File: src/rtl/frdc_pkg.sv
package frdc_pkg;

  // operation codes carried by an input item
  typedef enum logic [1:0] {
    OpAdvance     = 2'd0,
    OpApplyPacked = 2'd1,
    OpTurnOn      = 2'd2,
    OpTurnOff     = 2'd3
  } op_e;

  // packed setting layout
  localparam int unsigned PackOnBit    = 7;
  localparam int unsigned PackSpeedBit = 6;
  localparam int unsigned PackIdxW     = 6;
  localparam int unsigned TableSize    = 16;
  localparam int unsigned TableIdxW    = 4;
  localparam int unsigned StepW        = 4;

  // fixed ratio table, numerator and denominator per index
  localparam logic [3:0] RatioNumTab [TableSize] =
    '{4'd0, 4'd1, 4'd1, 4'd1, 4'd1, 4'd1, 4'd2, 4'd2,
      4'd2, 4'd2, 4'd3, 4'd3, 4'd3, 4'd4, 4'd4, 4'd6};
  localparam logic [3:0] RatioDenTab [TableSize] =
    '{4'd0, 4'd2, 4'd3, 4'd4, 4'd6, 4'd12, 4'd3, 4'd4,
      4'd6, 4'd12, 4'd4, 4'd6, 4'd12, 4'd6, 4'd12, 4'd12};

  // one input item
  typedef struct packed {
    logic [1:0] operation;
    logic       want_high_speed;
    logic [7:0] on_steps;
    logic [7:0] cycle_steps;
    logic [7:0] packed_setting;
  } cmd_t;

  // one result item
  typedef struct packed {
    logic       relay_drive;
    logic       speed_line_high;
    logic       commanded_on;
    logic [7:0] packed_status;
    logic [3:0] step_in_cycle;
    logic       cycle_done;
  } res_t;

  // first table index holding the given ratio, 0 when not found
  function automatic logic [TableIdxW-1:0] ratio_index(logic [7:0] num, logic [7:0] den);
    logic [TableIdxW-1:0] idx;
    idx = '0;
    for (int i = TableSize - 1; i >= 0; i--) begin
      if (8'(RatioNumTab[i]) == num && 8'(RatioDenTab[i]) == den) begin
        idx = TableIdxW'(i);
      end
    end
    return idx;
  endfunction

endpackage

File: src/rtl/frdc_cmd_if.sv
interface frdc_cmd_if;
  logic       valid;
  logic       ready;
  logic [1:0] operation;
  logic       want_high_speed;
  logic [7:0] on_steps;
  logic [7:0] cycle_steps;
  logic [7:0] packed_setting;

  modport source (
    output valid, operation, want_high_speed, on_steps, cycle_steps, packed_setting,
    input  ready
  );
  modport sink (
    input  valid, operation, want_high_speed, on_steps, cycle_steps, packed_setting,
    output ready
  );
endinterface

File: src/rtl/frdc_res_if.sv
interface frdc_res_if;
  logic       valid;
  logic       ready;
  logic       relay_drive;
  logic       speed_line_high;
  logic       commanded_on;
  logic [7:0] packed_status;
  logic [3:0] step_in_cycle;
  logic       cycle_done;

  modport source (
    output valid, relay_drive, speed_line_high, commanded_on, packed_status,
           step_in_cycle, cycle_done,
    input  ready
  );
  modport sink (
    input  valid, relay_drive, speed_line_high, commanded_on, packed_status,
           step_in_cycle, cycle_done,
    output ready
  );
endinterface

File: src/rtl/frdc_cfg_if.sv
interface frdc_cfg_if;
  logic valid;
  logic ready;
  logic fan_enabled;

  modport source (
    output valid, fan_enabled,
    input  ready
  );
  modport sink (
    input  valid, fan_enabled,
    output ready
  );
endinterface

File: src/rtl/frdc_state.sv
module frdc_state #(
  parameter int unsigned RATIO_LIMIT = 15
) (
  input  logic             clk_i,
  input  logic             rst_ni,
  input  logic             step_i,
  input  logic             fan_enabled_i,
  input  frdc_pkg::cmd_t   cmd_i,
  output frdc_pkg::res_t   res_o
);

  localparam int unsigned RatioW = $clog2(RATIO_LIMIT + 1);

  logic              on_q, on_d;
  logic              spd_q, spd_d;
  logic [RatioW-1:0] num_q, num_d;
  logic [RatioW-1:0] den_q, den_d;
  logic [RatioW-1:0] cnt_q, cnt_d;
  frdc_pkg::res_t    res_q, res_d;

  logic              want_on;
  logic              want_off;
  logic              req_spd;
  logic [7:0]        req_num;
  logic [7:0]        req_den;
  logic              same_setting;
  logic              bad_ratio;
  logic [RatioW:0]   phase;
  logic              relay;
  logic [frdc_pkg::TableIdxW-1:0] tab_idx;
  logic [frdc_pkg::TableIdxW-1:0] stat_idx;

  // decode the operation into a turn-on request, a turn-off request or neither, with the requested speed and ratio
  always_comb begin
    want_on  = 1'b0;
    want_off = 1'b0;
    req_spd  = cmd_i.want_high_speed;
    req_num  = cmd_i.on_steps;
    req_den  = cmd_i.cycle_steps;
    tab_idx  = cmd_i.packed_setting[frdc_pkg::TableIdxW-1:0];
    unique case (frdc_pkg::op_e'(cmd_i.operation))
      frdc_pkg::OpAdvance: begin
        want_on = 1'b0;
      end
      frdc_pkg::OpApplyPacked: begin
        if (cmd_i.packed_setting[frdc_pkg::PackOnBit]) begin
          want_on = 1'b1;
          req_spd = cmd_i.packed_setting[frdc_pkg::PackSpeedBit];
          if (cmd_i.packed_setting[frdc_pkg::PackIdxW-1:0] <
              frdc_pkg::PackIdxW'(frdc_pkg::TableSize)) begin
            req_num = 8'(frdc_pkg::RatioNumTab[tab_idx]);
            req_den = 8'(frdc_pkg::RatioDenTab[tab_idx]);
          end else begin
            req_num = '0;
            req_den = '0;
          end
        end else begin
          want_off = 1'b1;
        end
      end
      frdc_pkg::OpTurnOn: begin
        want_on = 1'b1;
      end
      frdc_pkg::OpTurnOff: begin
        want_off = 1'b1;
      end
    endcase
  end

  assign same_setting = on_q && (spd_q == req_spd) &&
                        (req_num == 8'(num_q)) && (req_den == 8'(den_q));
  assign bad_ratio    = (req_num > 8'(RATIO_LIMIT)) || (req_den > 8'(RATIO_LIMIT)) ||
                        (req_num > req_den);

  // next state after this item
  always_comb begin
    on_d  = on_q;
    spd_d = spd_q;
    num_d = num_q;
    den_d = den_q;
    cnt_d = cnt_q;
    if (frdc_pkg::op_e'(cmd_i.operation) == frdc_pkg::OpAdvance) begin
      if (cnt_q != '0) begin
        cnt_d = cnt_q - 1'b1;
      end else if (den_q != '0) begin
        cnt_d = den_q - 1'b1;
      end
    end
    if (want_on && fan_enabled_i && !same_setting) begin
      on_d  = 1'b1;
      spd_d = req_spd;
      if (bad_ratio) begin
        num_d = '0;
        den_d = '0;
        cnt_d = '0;
      end else begin
        num_d = RatioW'(req_num);
        den_d = RatioW'(req_den);
        cnt_d = (req_den != '0) ? RatioW'(req_den - 8'd1) : '0;
      end
    end
    if (want_off) begin
      cnt_d = '0;
      if (fan_enabled_i) begin
        on_d = 1'b0;
      end
    end
  end

  // result from the updated state
  assign phase    = {1'b0, den_d} - {1'b0, cnt_d};
  assign stat_idx = frdc_pkg::ratio_index(8'(num_d), 8'(den_d));

  always_comb begin
    relay = on_d;
    if (on_d && num_d != '0 && den_d != '0) begin
      relay = phase[RatioW] || (phase[RatioW-1:0] <= num_d);
    end
    res_d.relay_drive     = relay;
    res_d.speed_line_high = relay & spd_d;
    res_d.commanded_on    = on_d;
    res_d.packed_status   = on_d ? {1'b1, spd_d, frdc_pkg::PackIdxW'(stat_idx)} : 8'd0;
    res_d.step_in_cycle   = phase[frdc_pkg::StepW-1:0];
    res_d.cycle_done      = (cnt_d == '0);
  end

  // state registers
  always_ff @(posedge clk_i or negedge rst_ni) begin
    if (!rst_ni) begin
      on_q  <= 1'b0;
      spd_q <= 1'b0;
      num_q <= '0;
      den_q <= '0;
      cnt_q <= '0;
    end else if (step_i) begin
      on_q  <= on_d;
      spd_q <= spd_d;
      num_q <= num_d;
      den_q <= den_d;
      cnt_q <= cnt_d;
    end
  end

  // result register
  always_ff @(posedge clk_i) begin
    if (step_i) begin
      res_q <= res_d;
    end
  end

  assign res_o = res_q;

endmodule

File: src/rtl/fan_ratio_duty_cycler_core.sv
// Fan relay duty-cycler.
// Channels: cmd_i takes one command item per handshake (operation, speed,
// explicit ratio, packed setting); res_o returns exactly one result item per
// command (relay drive, speed line, on flag, packed status, cycle position,
// cycle done); cfg_i writes the fan_enabled register and is always ready.
// The user must write configuration only while no command is in flight;
// the block does not enforce this. An accepted command waits in the input
// register, then moves into the result register once that is free or taken.
// Throughput: one item per cycle while res_o is taken; the state update and
// result logic sit in one short combinational stage between the two registers.
// When the receiver stalls, the result register holds and the input
// register still takes one more item; cmd_i.ready drops only when both are
// full. It rises again in the same cycle that res_o is taken.
// Reset: the fan is off, speed low, ratio 0/0, counter 0, fan_enabled 1,
// and both registers are empty.
module fan_ratio_duty_cycler_core #(
  parameter int unsigned RATIO_LIMIT = 15
) (
  input  logic       clk_i,
  input  logic       rst_ni,
  frdc_cmd_if.sink   cmd_i,
  frdc_res_if.source res_o,
  frdc_cfg_if.sink   cfg_i
);

  logic             in_vld_q;
  frdc_pkg::cmd_t   cmd_q;
  logic             out_vld_q;
  logic             enabled_q;
  logic             step;
  frdc_pkg::res_t   res;

  // move an item from the input register into the result register
  assign step        = in_vld_q && (!out_vld_q || res_o.ready);
  assign cmd_i.ready = !in_vld_q || step;
  assign cfg_i.ready = 1'b1;

  // valid flags and the fan_enabled register
  always_ff @(posedge clk_i or negedge rst_ni) begin
    if (!rst_ni) begin
      in_vld_q  <= 1'b0;
      out_vld_q <= 1'b0;
      enabled_q <= 1'b1;
    end else begin
      if (cmd_i.valid && cmd_i.ready) begin
        in_vld_q <= 1'b1;
      end else if (step) begin
        in_vld_q <= 1'b0;
      end
      if (step) begin
        out_vld_q <= 1'b1;
      end else if (res_o.ready) begin
        out_vld_q <= 1'b0;
      end
      if (cfg_i.valid) begin
        enabled_q <= cfg_i.fan_enabled;
      end
    end
  end

  // command payload
  always_ff @(posedge clk_i) begin
    if (cmd_i.valid && cmd_i.ready) begin
      cmd_q.operation       <= cmd_i.operation;
      cmd_q.want_high_speed <= cmd_i.want_high_speed;
      cmd_q.on_steps        <= cmd_i.on_steps;
      cmd_q.cycle_steps     <= cmd_i.cycle_steps;
      cmd_q.packed_setting  <= cmd_i.packed_setting;
    end
  end

  frdc_state #(
    .RATIO_LIMIT (RATIO_LIMIT)
  ) u_state (
    .clk_i         (clk_i),
    .rst_ni        (rst_ni),
    .step_i        (step),
    .fan_enabled_i (enabled_q),
    .cmd_i         (cmd_q),
    .res_o         (res)
  );

  // result channel
  assign res_o.valid           = out_vld_q;
  assign res_o.relay_drive     = res.relay_drive;
  assign res_o.speed_line_high = res.speed_line_high;
  assign res_o.commanded_on    = res.commanded_on;
  assign res_o.packed_status   = res.packed_status;
  assign res_o.step_in_cycle   = res.step_in_cycle;
  assign res_o.cycle_done      = res.cycle_done;

endmodule
File: src/flat_wrapper.sv
// flat-port wrapper written by rule: the top's interface ports become plain ports
module fan_ratio_duty_cycler_core_flat 
#(
  parameter int unsigned RATIO_LIMIT = 15
)
  (clk_i, rst_ni, cmd_i_valid, cmd_i_operation, cmd_i_want_high_speed, cmd_i_on_steps, cmd_i_cycle_steps, cmd_i_packed_setting, cmd_i_ready, res_o_valid, res_o_relay_drive, res_o_speed_line_high, res_o_commanded_on, res_o_packed_status, res_o_step_in_cycle, res_o_cycle_done, res_o_ready, cfg_i_valid, cfg_i_fan_enabled, cfg_i_ready);
  frdc_cmd_if cmd_i_i ();
  frdc_res_if res_o_i ();
  frdc_cfg_if cfg_i_i ();
  input  logic clk_i;
  input  logic rst_ni;
  input wire logic [$bits(cmd_i_i.valid)-1:0] cmd_i_valid;
  input wire logic [$bits(cmd_i_i.operation)-1:0] cmd_i_operation;
  input wire logic [$bits(cmd_i_i.want_high_speed)-1:0] cmd_i_want_high_speed;
  input wire logic [$bits(cmd_i_i.on_steps)-1:0] cmd_i_on_steps;
  input wire logic [$bits(cmd_i_i.cycle_steps)-1:0] cmd_i_cycle_steps;
  input wire logic [$bits(cmd_i_i.packed_setting)-1:0] cmd_i_packed_setting;
  output wire logic [$bits(cmd_i_i.ready)-1:0] cmd_i_ready;
  output wire logic [$bits(res_o_i.valid)-1:0] res_o_valid;
  output wire logic [$bits(res_o_i.relay_drive)-1:0] res_o_relay_drive;
  output wire logic [$bits(res_o_i.speed_line_high)-1:0] res_o_speed_line_high;
  output wire logic [$bits(res_o_i.commanded_on)-1:0] res_o_commanded_on;
  output wire logic [$bits(res_o_i.packed_status)-1:0] res_o_packed_status;
  output wire logic [$bits(res_o_i.step_in_cycle)-1:0] res_o_step_in_cycle;
  output wire logic [$bits(res_o_i.cycle_done)-1:0] res_o_cycle_done;
  input wire logic [$bits(res_o_i.ready)-1:0] res_o_ready;
  input wire logic [$bits(cfg_i_i.valid)-1:0] cfg_i_valid;
  input wire logic [$bits(cfg_i_i.fan_enabled)-1:0] cfg_i_fan_enabled;
  output wire logic [$bits(cfg_i_i.ready)-1:0] cfg_i_ready;
  assign cmd_i_i.valid = cmd_i_valid;
  assign cmd_i_i.operation = cmd_i_operation;
  assign cmd_i_i.want_high_speed = cmd_i_want_high_speed;
  assign cmd_i_i.on_steps = cmd_i_on_steps;
  assign cmd_i_i.cycle_steps = cmd_i_cycle_steps;
  assign cmd_i_i.packed_setting = cmd_i_packed_setting;
  assign cmd_i_ready = cmd_i_i.ready;
  assign res_o_valid = res_o_i.valid;
  assign res_o_relay_drive = res_o_i.relay_drive;
  assign res_o_speed_line_high = res_o_i.speed_line_high;
  assign res_o_commanded_on = res_o_i.commanded_on;
  assign res_o_packed_status = res_o_i.packed_status;
  assign res_o_step_in_cycle = res_o_i.step_in_cycle;
  assign res_o_cycle_done = res_o_i.cycle_done;
  assign res_o_i.ready = res_o_ready;
  assign cfg_i_i.valid = cfg_i_valid;
  assign cfg_i_i.fan_enabled = cfg_i_fan_enabled;
  assign cfg_i_ready = cfg_i_i.ready;
  fan_ratio_duty_cycler_core #(.RATIO_LIMIT(RATIO_LIMIT)) u_core (.clk_i(clk_i), .rst_ni(rst_ni), .cmd_i(cmd_i_i), .res_o(res_o_i), .cfg_i(cfg_i_i));
endmodule
File: config.mk
export PLATFORM = sky130hd
export DESIGN_NAME = fan_ratio_duty_cycler_core_flat
export DESIGN_NICKNAME = d
export VERILOG_FILES = /design/src/rtl/frdc_pkg.sv /design/src/rtl/frdc_cmd_if.sv /design/src/rtl/frdc_res_if.sv /design/src/rtl/frdc_cfg_if.sv /design/src/rtl/frdc_state.sv /design/src/rtl/fan_ratio_duty_cycler_core.sv /design/src/flat_wrapper.sv
export SDC_FILE = /design/constraint.sdc
export NUM_CORES = 1
export LEC_CHECK = 0
export BUFFER_PORTS_ARGS = -buffer_cell sky130_fd_sc_hd__buf_4
export CAP_MARGIN = 20
export CORE_ASPECT_RATIO = 1.2
export CORE_MARGIN = 4
export CORE_UTILIZATION = 48
export CTS_CLUSTER_DIAMETER = 80
export CTS_CLUSTER_SIZE = 14
export DETAILED_ROUTE_END_ITERATION = 12
export PLACE_DENSITY = 0.68
export SLEW_MARGIN = 20
export SYNTH_ARGS = -nofsm -noshare
export SYNTH_HDL_FRONTEND = slang
export SYNTH_SLANG_ARGS = --single-unit
File: constraint.sdc
create_clock -name clk_i -period 17.7 [get_ports clk_i]
set_input_delay 0 -clock clk_i [delete_from_list [all_inputs] [get_ports clk_i]]
set_output_delay 0 -clock clk_i [all_outputs]
set_load 0.005 [all_outputs]
Word-level counts from Yosys, hierarchy flattened --
Memory sizes are Yosys's and may differ from the RTL's. Index checks and enable logic that the tools add are counted.
Word-level totals: flip-flop bits (word level) 60, ROM bits 128, word-level logic and storage cells 156, memories kept 2
Memory list:
- (no name shown) | words 16, bits a word 4, rd ports 1, clocked after Yosys merged registers in 0, wr ports 0, line frdc_state.sv:52 | req_den = 8'(frdc_pkg::RatioDenTab[tab_idx]);
- (no name shown) | words 16, bits a word 4, rd ports 1, clocked after Yosys merged registers in 0, wr ports 0, line frdc_state.sv:51 | req_num = 8'(frdc_pkg::RatioNumTab[tab_idx]);
Cells by class: add/sub/neg operators 4, order comparisons 6, equal/unequal tests 16, multiplexer cells 53, bitwise gates (word level) 3, reduce and logical (&&, ||, !) cells 48
Operator list (count):
- $mux 4 | 33
- $mux 8 | 5
- $logic_and 1x1->1 | 25
- $eq 2x4->1 const A | 4
- $eq 3x4->1 const A | 4
- $eq 8x4->1 | 2
- $gt 8x4->1 const B | 2
- $reduce_bool 4->1 | 4
- $mux 1 | 13
- $logic_not 4->1 | 3
- $sub 4x1->4 const B | 3
- $reduce_or 9->1 | 1
- $gt 8x8->1 | 1
- $reduce_bool 8->1 | 1
- $lt 6x5->1 const B | 1
- $ge 5x5->1 const B | 1
- $logic_or 1x1->1 | 5
- $not 4->5 | 1
- $reduce_or 5->1 | 1
- $sub 4x4->5 | 1
- $eq 1x4->1 const A | 1
- $eq 2x2->1 const B | 2
- $eq 4x4->1 const A | 1
- $le 4x4->1 | 1
- 10 further kinds | 14

Longest topological paths before layout --
Gate-level depths: netlist of run 1.
word-level depth 32, mapped depth 30, gate-level depth less buffers 27

Modules after synthesis --
From an unflattened synthesis of run 1, not the netlist that was laid out.
Unflattened totals: cell total of the unflattened synthesis 401, area, all modules 4048.9 um^2
Modules (own cells, without submodules):
- frdc_state | times used 1, cells each 362, area an instance 3085.5 um^2, seq. area each 740.7 um^2
- fan_ratio_duty_cycler_core | times used 1, cells each 39, area an instance 963.4 um^2, seq. area each 887.1 um^2

Worst setup path after synthesis of run 1 --
OpenSTA, ideal clock, no wires.
path type register to register, start reg u_core.cmd_q[1] (netlist bit), end reg u_core.u_state.res_q, in the netlist u_core.u_state.res_o[14], data pin, setup time 0.273 ns, arrival 5.308 ns, data required time 17.427 ns, path slack 12.119 ns, stages on the path, launching flop included 28, cells stage by stage edfxtp_1 -> inv_1 -> ha_1 -> nand2b_4 -> a2111o_1 -> a31oi_4 -> inv_1 -> ha_1 -> nor2b_1 -> o211ai_1 -> a211oi_1 -> or3_1 -> clkbuf_1 -> a31o_2 -> or3_1 -> a21oi_1 -> inv_1 -> ha_1 -> nor2b_1 -> o22ai_1 -> nand2_1 -> xor2_1 -> ha_1 -> a21oi_1 -> a41oi_1 -> o221ai_1 -> nor2_1 -> nor3_2
RTL lines:
- start: declaration | line fan_ratio_duty_cycler_core.sv:27 | frdc_pkg::cmd_t cmd_q;
- end signal: assignment | line frdc_state.sv:147 | res_q <= res_d;
- end: declaration | line frdc_state.sv:19 | frdc_pkg::res_t res_q, res_d;

==> results of run 1 <==
report_power, final:
part	leakage (nW)	internal, W	switching, W
clock	0.103	0.0000723	0.0000514
combinational	1.40	0.0000872	0.000101
sequential	0.610	0.000169	0.0000170
critical path, cell delays in order (launching register included):
cell and delay (ns):
edfxtp_1 0.42, inv_1 0.10, ha_1 0.31, nand2_1 0.39, a21oi_1 0.55, inv_1 0.09
ha_1 0.33, nor2b_1 0.14, o211ai_1 0.15, a211oi_1 0.10, or3_1 0.52, a31o_2 0.31
or3_1 0.30, a21oi_1 0.25, inv_1 0.11, ha_1 0.30, nor2b_1 0.13, o22ai_1 0.12
nand2_1 0.08, xor2_1 0.20, ha_1 0.29, a41oi_1 0.22, o221ai_1 0.13, nor2_1 0.20
nor3_2 0.06
cells by family after synthesis:
logic type	share of synthesized area
compound gates	0.175
xor+xnor	0.0243
fa+ha+maj	0.0967
buf+inv	0.0553
flops	0.411
mux	0.0474
other cells	0.00190
simple gates	0.189
layout make-up:
cell class / count / area share
multi-input cells: 307 / 0.435
flip-flops and latches: 57 / 0.334
repair buffers: 82 / 0.143
clock buffers: 13 / 0.0326
well taps: 95 / 0.0244
inverters: 28 / 0.0216
clock inverters: 3 / 0.00822
routing by layer:
layer  share of wire  wire [um]  vias to the layer above
met2            0.51       4540                       79
met4           0.023        205                        0
met3           0.036        317                       19
met5               0          0                        -
met1            0.43       3800                     1510
li1                -          -                     1625
through the flow:
step | instances | area [um^2]
finish | 585 | 4870
global route | 585 | 4870
CTS | 585 | 4870
detailed placement | 536 | 4340
global placement | 536 | 4340
floorplan | 411 | 3970
sequential cells by signal, summed over array words and instances, names as in the netlist:
register	cells
u_core.res_o.valid	1
u_core.u_state.on_q	1
u_core.cmd_q	27
u_core.enabled_q	1
u_core.in_vld_q	1
u_core.u_state.num_q	4
u_core.u_state.spd_q	1
u_core.u_state.den_q	4
u_core.u_state.res_o	13
u_core.u_state.cnt_q	4
how the worst max path moves through the flow:
stage | endpoint | cells after the start
3_3_place_gp | u_core.u_state.res_o[14] | 25
3_5_place_dp | u_core.u_state.res_o[14] | 24
2_1_floorplan | u_core.u_state.res_o[14] | 27
5_1_grt | u_core.u_state.res_o[14] | 24
4_1_cts | u_core.u_state.res_o[14] | 24
6_report | u_core.u_state.res_o[14] | 24
cells in the mapped netlist, drive strengths merged, types with 3 or more instances:
library cell   n  area share
edfxtp        40        0.30
o21a           3      0.0057
nor3          11       0.016
nor4           4      0.0079
buf           11       0.021
dfrtp         16        0.10
and2           6      0.0095
a31oi          6       0.013
inv           28       0.027
nand4          3      0.0047
nor2b          6      0.0095
clkbuf         8      0.0076
nand3          8       0.010
o211ai         4      0.0076
mux2i         13       0.038
ha            29       0.092
xnor2          6       0.013
xor2           5       0.011
nor2          35       0.033
and3           4      0.0063
a31o           3      0.0066
a22oi          4      0.0088
o21ai         24       0.030
or3            4      0.0063
o22ai          3      0.0047
nand2b        11       0.019
o31ai          3      0.0057
mux2           3      0.0095
nand2         42       0.040
a21o           5      0.0098
a21oi         24       0.030
what timing repair did:
| item | in CTS | in global routing |
|---|---|---|
| hold endpoints to repair | 47 | 0 |
| setup endpoints to repair | 0 | 0 |
| hold buffers | 33 | 0 |
==> flow_metrics.tcl, run 1 <==
set metrics [dict create \
    dpl_worst_slack_ns 11.64 \
    endpoint_kind "flip-flop" \
    final_cell_mix "buf_4, nand2_1, edfxtp_1" \
    routed_wirelength_um 8860 \
    synth_seq_cells 57 \
    rsz0062_at_grt "no" \
    final-hold-violation-count 0 \
    cts_tree "done" \
    gp_congestion 0.889 \
    num_antenna_cells 0 \
    layout_commonest_cell "buf_4" \
    ys_seq_area_frac 0.411 \
    netlist_area_um2 3960 \
    utilization 0.604 \
    r2r_start "u_core.cmd_q[26]" \
    synthCells 410 \
    required_ns 17.77 \
    grt_max_degree 29 \
    areaGrowthSynthToFinish_pct 22.9 \
    overflow 0 \
    cts_max_level 3 \
    grt_util_met3 0.0371 \
    ff_latch_area_um2 1630 \
    leakagePower_nw 2.12 \
    outcome "completed" \
    final_antenna_net_count 0 \
    grt_usage 0.190 \
    maxCapViolations 0 \
    viasPerCell 5.53 \
    p_total_w 0.000497 \
    path_clk_slew_ns 0.07 \
    antenna_found_initial 0 \
    startpoint "u_core.cmd_q[26]" \
    synth_cell_type_count 74 \
    first_iter_violations 180 \
    critPathKind "flip-flop to flip-flop" \
    core_area_um2 8060 \
    period_share 0.343 \
    grt_busiest_layer "met2" \
    start_kind "flip-flop" \
    root_buffer "clkbuf_8" \
    drc 0 \
    initial_core_util 0.491 \
    grt_util_met1 0.215 \
    clockBufferDepth 2 \
    tns_ns 0 \
    cts_resized 0 \
    drt-pass1-iter-count 4 \
    drv_slew 0 \
    synth_edf_count 40 \
    setup_violations 0 \
    die_w_um 90.9 \
    row_count 36 \
    ioPinCount 52 \
    critPathArrivalTime_ns 6.14 \
    post_drt_wl_per_cell_um 15.2 \
    fmax_mhz 165 \
    yosysWarnings 0 \
    multi_input_area_um2 2120 \
    vias 3233 \
    r2r_slack_ns 11.63 \
    io_buffers 48 \
    grt_pass1_wl_um 14800 \
    clock_latency_ns 0.34 \
    use_met2 0.342 \
    powerDensity_nw_per_um2 102 \
    nFillCells 678 \
    place.detailed.hpwl_um 6540 \
    critPathMaxFanout 18 \
    r2r-end "u_core.u_state.res_o[14]" \
    irDropWorstVdd_mv 0.0573 \
    holdWs_ns 0.0658 \
    synthFlopType "edfxtp_1" \
    cts_made_buffers 9 \
    die_area_um2 9780 \
    synthArstFlopShare 0.298 \
    synth.avg_cell_area_um2 9.66 \
    worst_clock_skew_ns 0.00695 \
    hold_class "input pin to asynchronous set/reset pin" \
    num-nets-final 548 \
    drive_gt1_frac 0.178 \
    r2r_cells 24 \
    post_cts_buffers 0 \
    max-slew-margin-rel 0.438 \
    fin_crit_ns 6.07 \
    die_y_um 108 \
    tightest_slew_ns 0.841 \
    first_global_vias 3238 \
    setup_ws_ns 11.63 \
    cts.sinks 57 \
]
No activity file was read; power rests on OpenSTA's default activity.
==> run 2, diff against run 1 <==
- clock period: 17.7 -> 5.8 ns (I/O delays scaled with it)
==> flow_metrics.tcl, run 2 (same netlist as run 1, synthesis figures left out) <==
set metrics [dict create \
    outcome "completed" \
    path_clk_slew_ns 0.07 \
    p_total_w 0.00158 \
    drc 0 \
    ioPinCount 52 \
    gp_congestion 0.869 \
    grt_max_degree 29 \
    nFillCells 634 \
    final-hold-violation-count 0 \
    multi_input_area_um2 2140 \
    die_y_um 108 \
    initial_core_util 0.491 \
    drt-pass1-iter-count 5 \
    utilization 0.622 \
    grt_pass1_wl_um 14700 \
    hold_class "input pin to asynchronous set/reset pin" \
    tightest_slew_ns 0.832 \
    drive_gt1_frac 0.208 \
    r2r_cells 26 \
    cts.sinks 57 \
    grt_usage 0.189 \
    core_area_um2 8060 \
    dp.cells 544 \
    drv_slew 0 \
    antenna_found_initial 0 \
    post-route-cell-area_um2 5010 \
    endpoint "u_core.u_state.res_o[14]" \
    r2r-end "u_core.u_state.res_o[14]" \
    critPathKind "flip-flop to flip-flop" \
    start_kind "flip-flop" \
    die_w_um 90.9 \
    num_antenna_cells 0 \
    io_buffers 48 \
    required_ns 5.89 \
    r2r_slack_ns 0.31 \
    row_count 36 \
    endpoint_kind "flip-flop" \
    post_drt_wl_per_cell_um 15.2 \
    fin_crit_ns 5.49 \
    vias 3340 \
    max-slew-margin-rel 0.444 \
    place.detailed.hpwl_um 6720 \
    powerDensity_nw_per_um2 315 \
    first_global_vias 3198 \
    irDropWorstVdd_mv 0.141 \
    period_share 0.947 \
    cts_max_level 3 \
    critPathArrivalTime_ns 5.58 \
    areaGrowthSynthToFinish_pct 26.6 \
    viasPerCell 5.58 \
    root_buffer "clkbuf_8" \
    first_iter_violations 148 \
    fin_cells 599 \
    setup_violations 0 \
    fmax_mhz 182 \
    die_area_um2 9780 \
    r2r_start "u_core.cmd_q[0]" \
    cts_tree "done" \
    ff_latch_area_um2 1630 \
    critPathMaxFanout 4 \
    postPlaceCellArea_um2 4400 \
    overflow 0 \
    startpoint "u_core.cmd_q[0]" \
    final_antenna_net_count 0 \
    clockBufferDepth 2 \
    largest-register "u_core.cmd_q" \
    leakagePower_nw 2.19 \
    worst_clock_skew_ns 0.0122 \
    clock_latency_ns 0.35 \
    final_cell_mix "buf_4, nand2_1, edfxtp_1" \
    num-nets-final 562 \
    maxCapViolations 0 \
    routed_wirelength_um 9110 \
    layout_commonest_cell "buf_4" \
    largest_reg_flops 27 \
    cts_made_buffers 9 \
]
[run 2: changes by cell type in the layout (fill, tap and decap cells not counted), sizes merged]
| cell | change |
|---|---|
| buf | +14 |
| clkbuf | -2 |
| bufinv | +1 |
| clkinvlp | +1 |
[run 2: critical path: stages, from the launching register on]
cell,delay [ns]
edfxtp_1,0.38
inv_1,0.11
ha_4,0.30
nand2b_4,0.05
a2111o_1,0.41
a31oi_4,0.26
inv_2,0.08
ha_1,0.29
nor2b_1,0.13
o211ai_1,0.15
a211oi_1,0.11
or3_1,0.37
a31o_2,0.25
or3_1,0.33
a21oi_2,0.20
inv_1,0.09
ha_1,0.30
nor2b_1,0.13
o22ai_1,0.12
nand2_1,0.08
xor2_1,0.16
ha_1,0.31
a21oi_1,0.07
a41oi_1,0.16
o221ai_1,0.13
nor2_1,0.19
nor3_2,0.06
[run 2: metal layers]
metal | share of wire | GRT usage | vias to the layer above
met5 | 0 | 0 | -
met4 | 0.027 | 0.0970 | 0
met3 | 0.042 | 0.0287 | 21
met2 | 0.53 | 0.362 | 93
met1 | 0.40 | 0.199 | 1567
li1 | - | - | 1659
[run 2: cell type report]
cell class,instances,share of cell area
Timing Repair Buffer,96,0.160
Tap cell,95,0.0237
Sequential cell,57,0.325
Multi-Input combinational cell,307,0.426
Inverter,28,0.0210
Clock buffer,11,0.0282
Clock inverter,5,0.0160
[run 2: timing repair]
| action | 4_1_cts | 5_1_grt |
|---|---|---|
| setup buffers | 0 | 6 |
| gates resized for setup | 0 | 4 |
| endpoints found under the setup margin | 0 | 2 |
| hold endpoints to repair | 47 | 0 |
| hold buffers | 33 | 0 |
[run 2: worst min-delay path by stage]
stage                              endpoint  cells past startpoint  startpoint  slack, ns
global placement    u_core.u_state.num_q[1]                      1      rst_ni      -0.11
finish                 u_core.u_state.spd_q                      2      rst_ni       0.06
CTS                    u_core.u_state.spd_q                      2      rst_ni       0.06
detailed placement  u_core.u_state.num_q[1]                      1      rst_ni      -0.11
global route           u_core.u_state.spd_q                      2      rst_ni       0.09
floorplan                   u_core.in_vld_q                      0      rst_ni      -0.30
[run 2: power by group]
| group | internal (W) | switching, W | leakage [nW] |
|---|---|---|---|
| clock network | 0.000253 | 0.000165 | 0.107 |
| registers | 0.000514 | 0.0000503 | 0.610 |
| logic | 0.000278 | 0.000316 | 1.47 |
| total | 0.00105 | 0.000531 | 2.19 |
[run 2: per-stage QoR]
step                setup WS [ns]  TNS [ns]  hold WS [ns]
finish                      0.310         0        0.0612
CTS                        0.0586         0        0.0564
global route             -0.00883  -0.00883        0.0886
global placement            0.326         0        -0.113
floorplan                   0.219         0        -0.296
detailed placement          0.137         0        -0.112
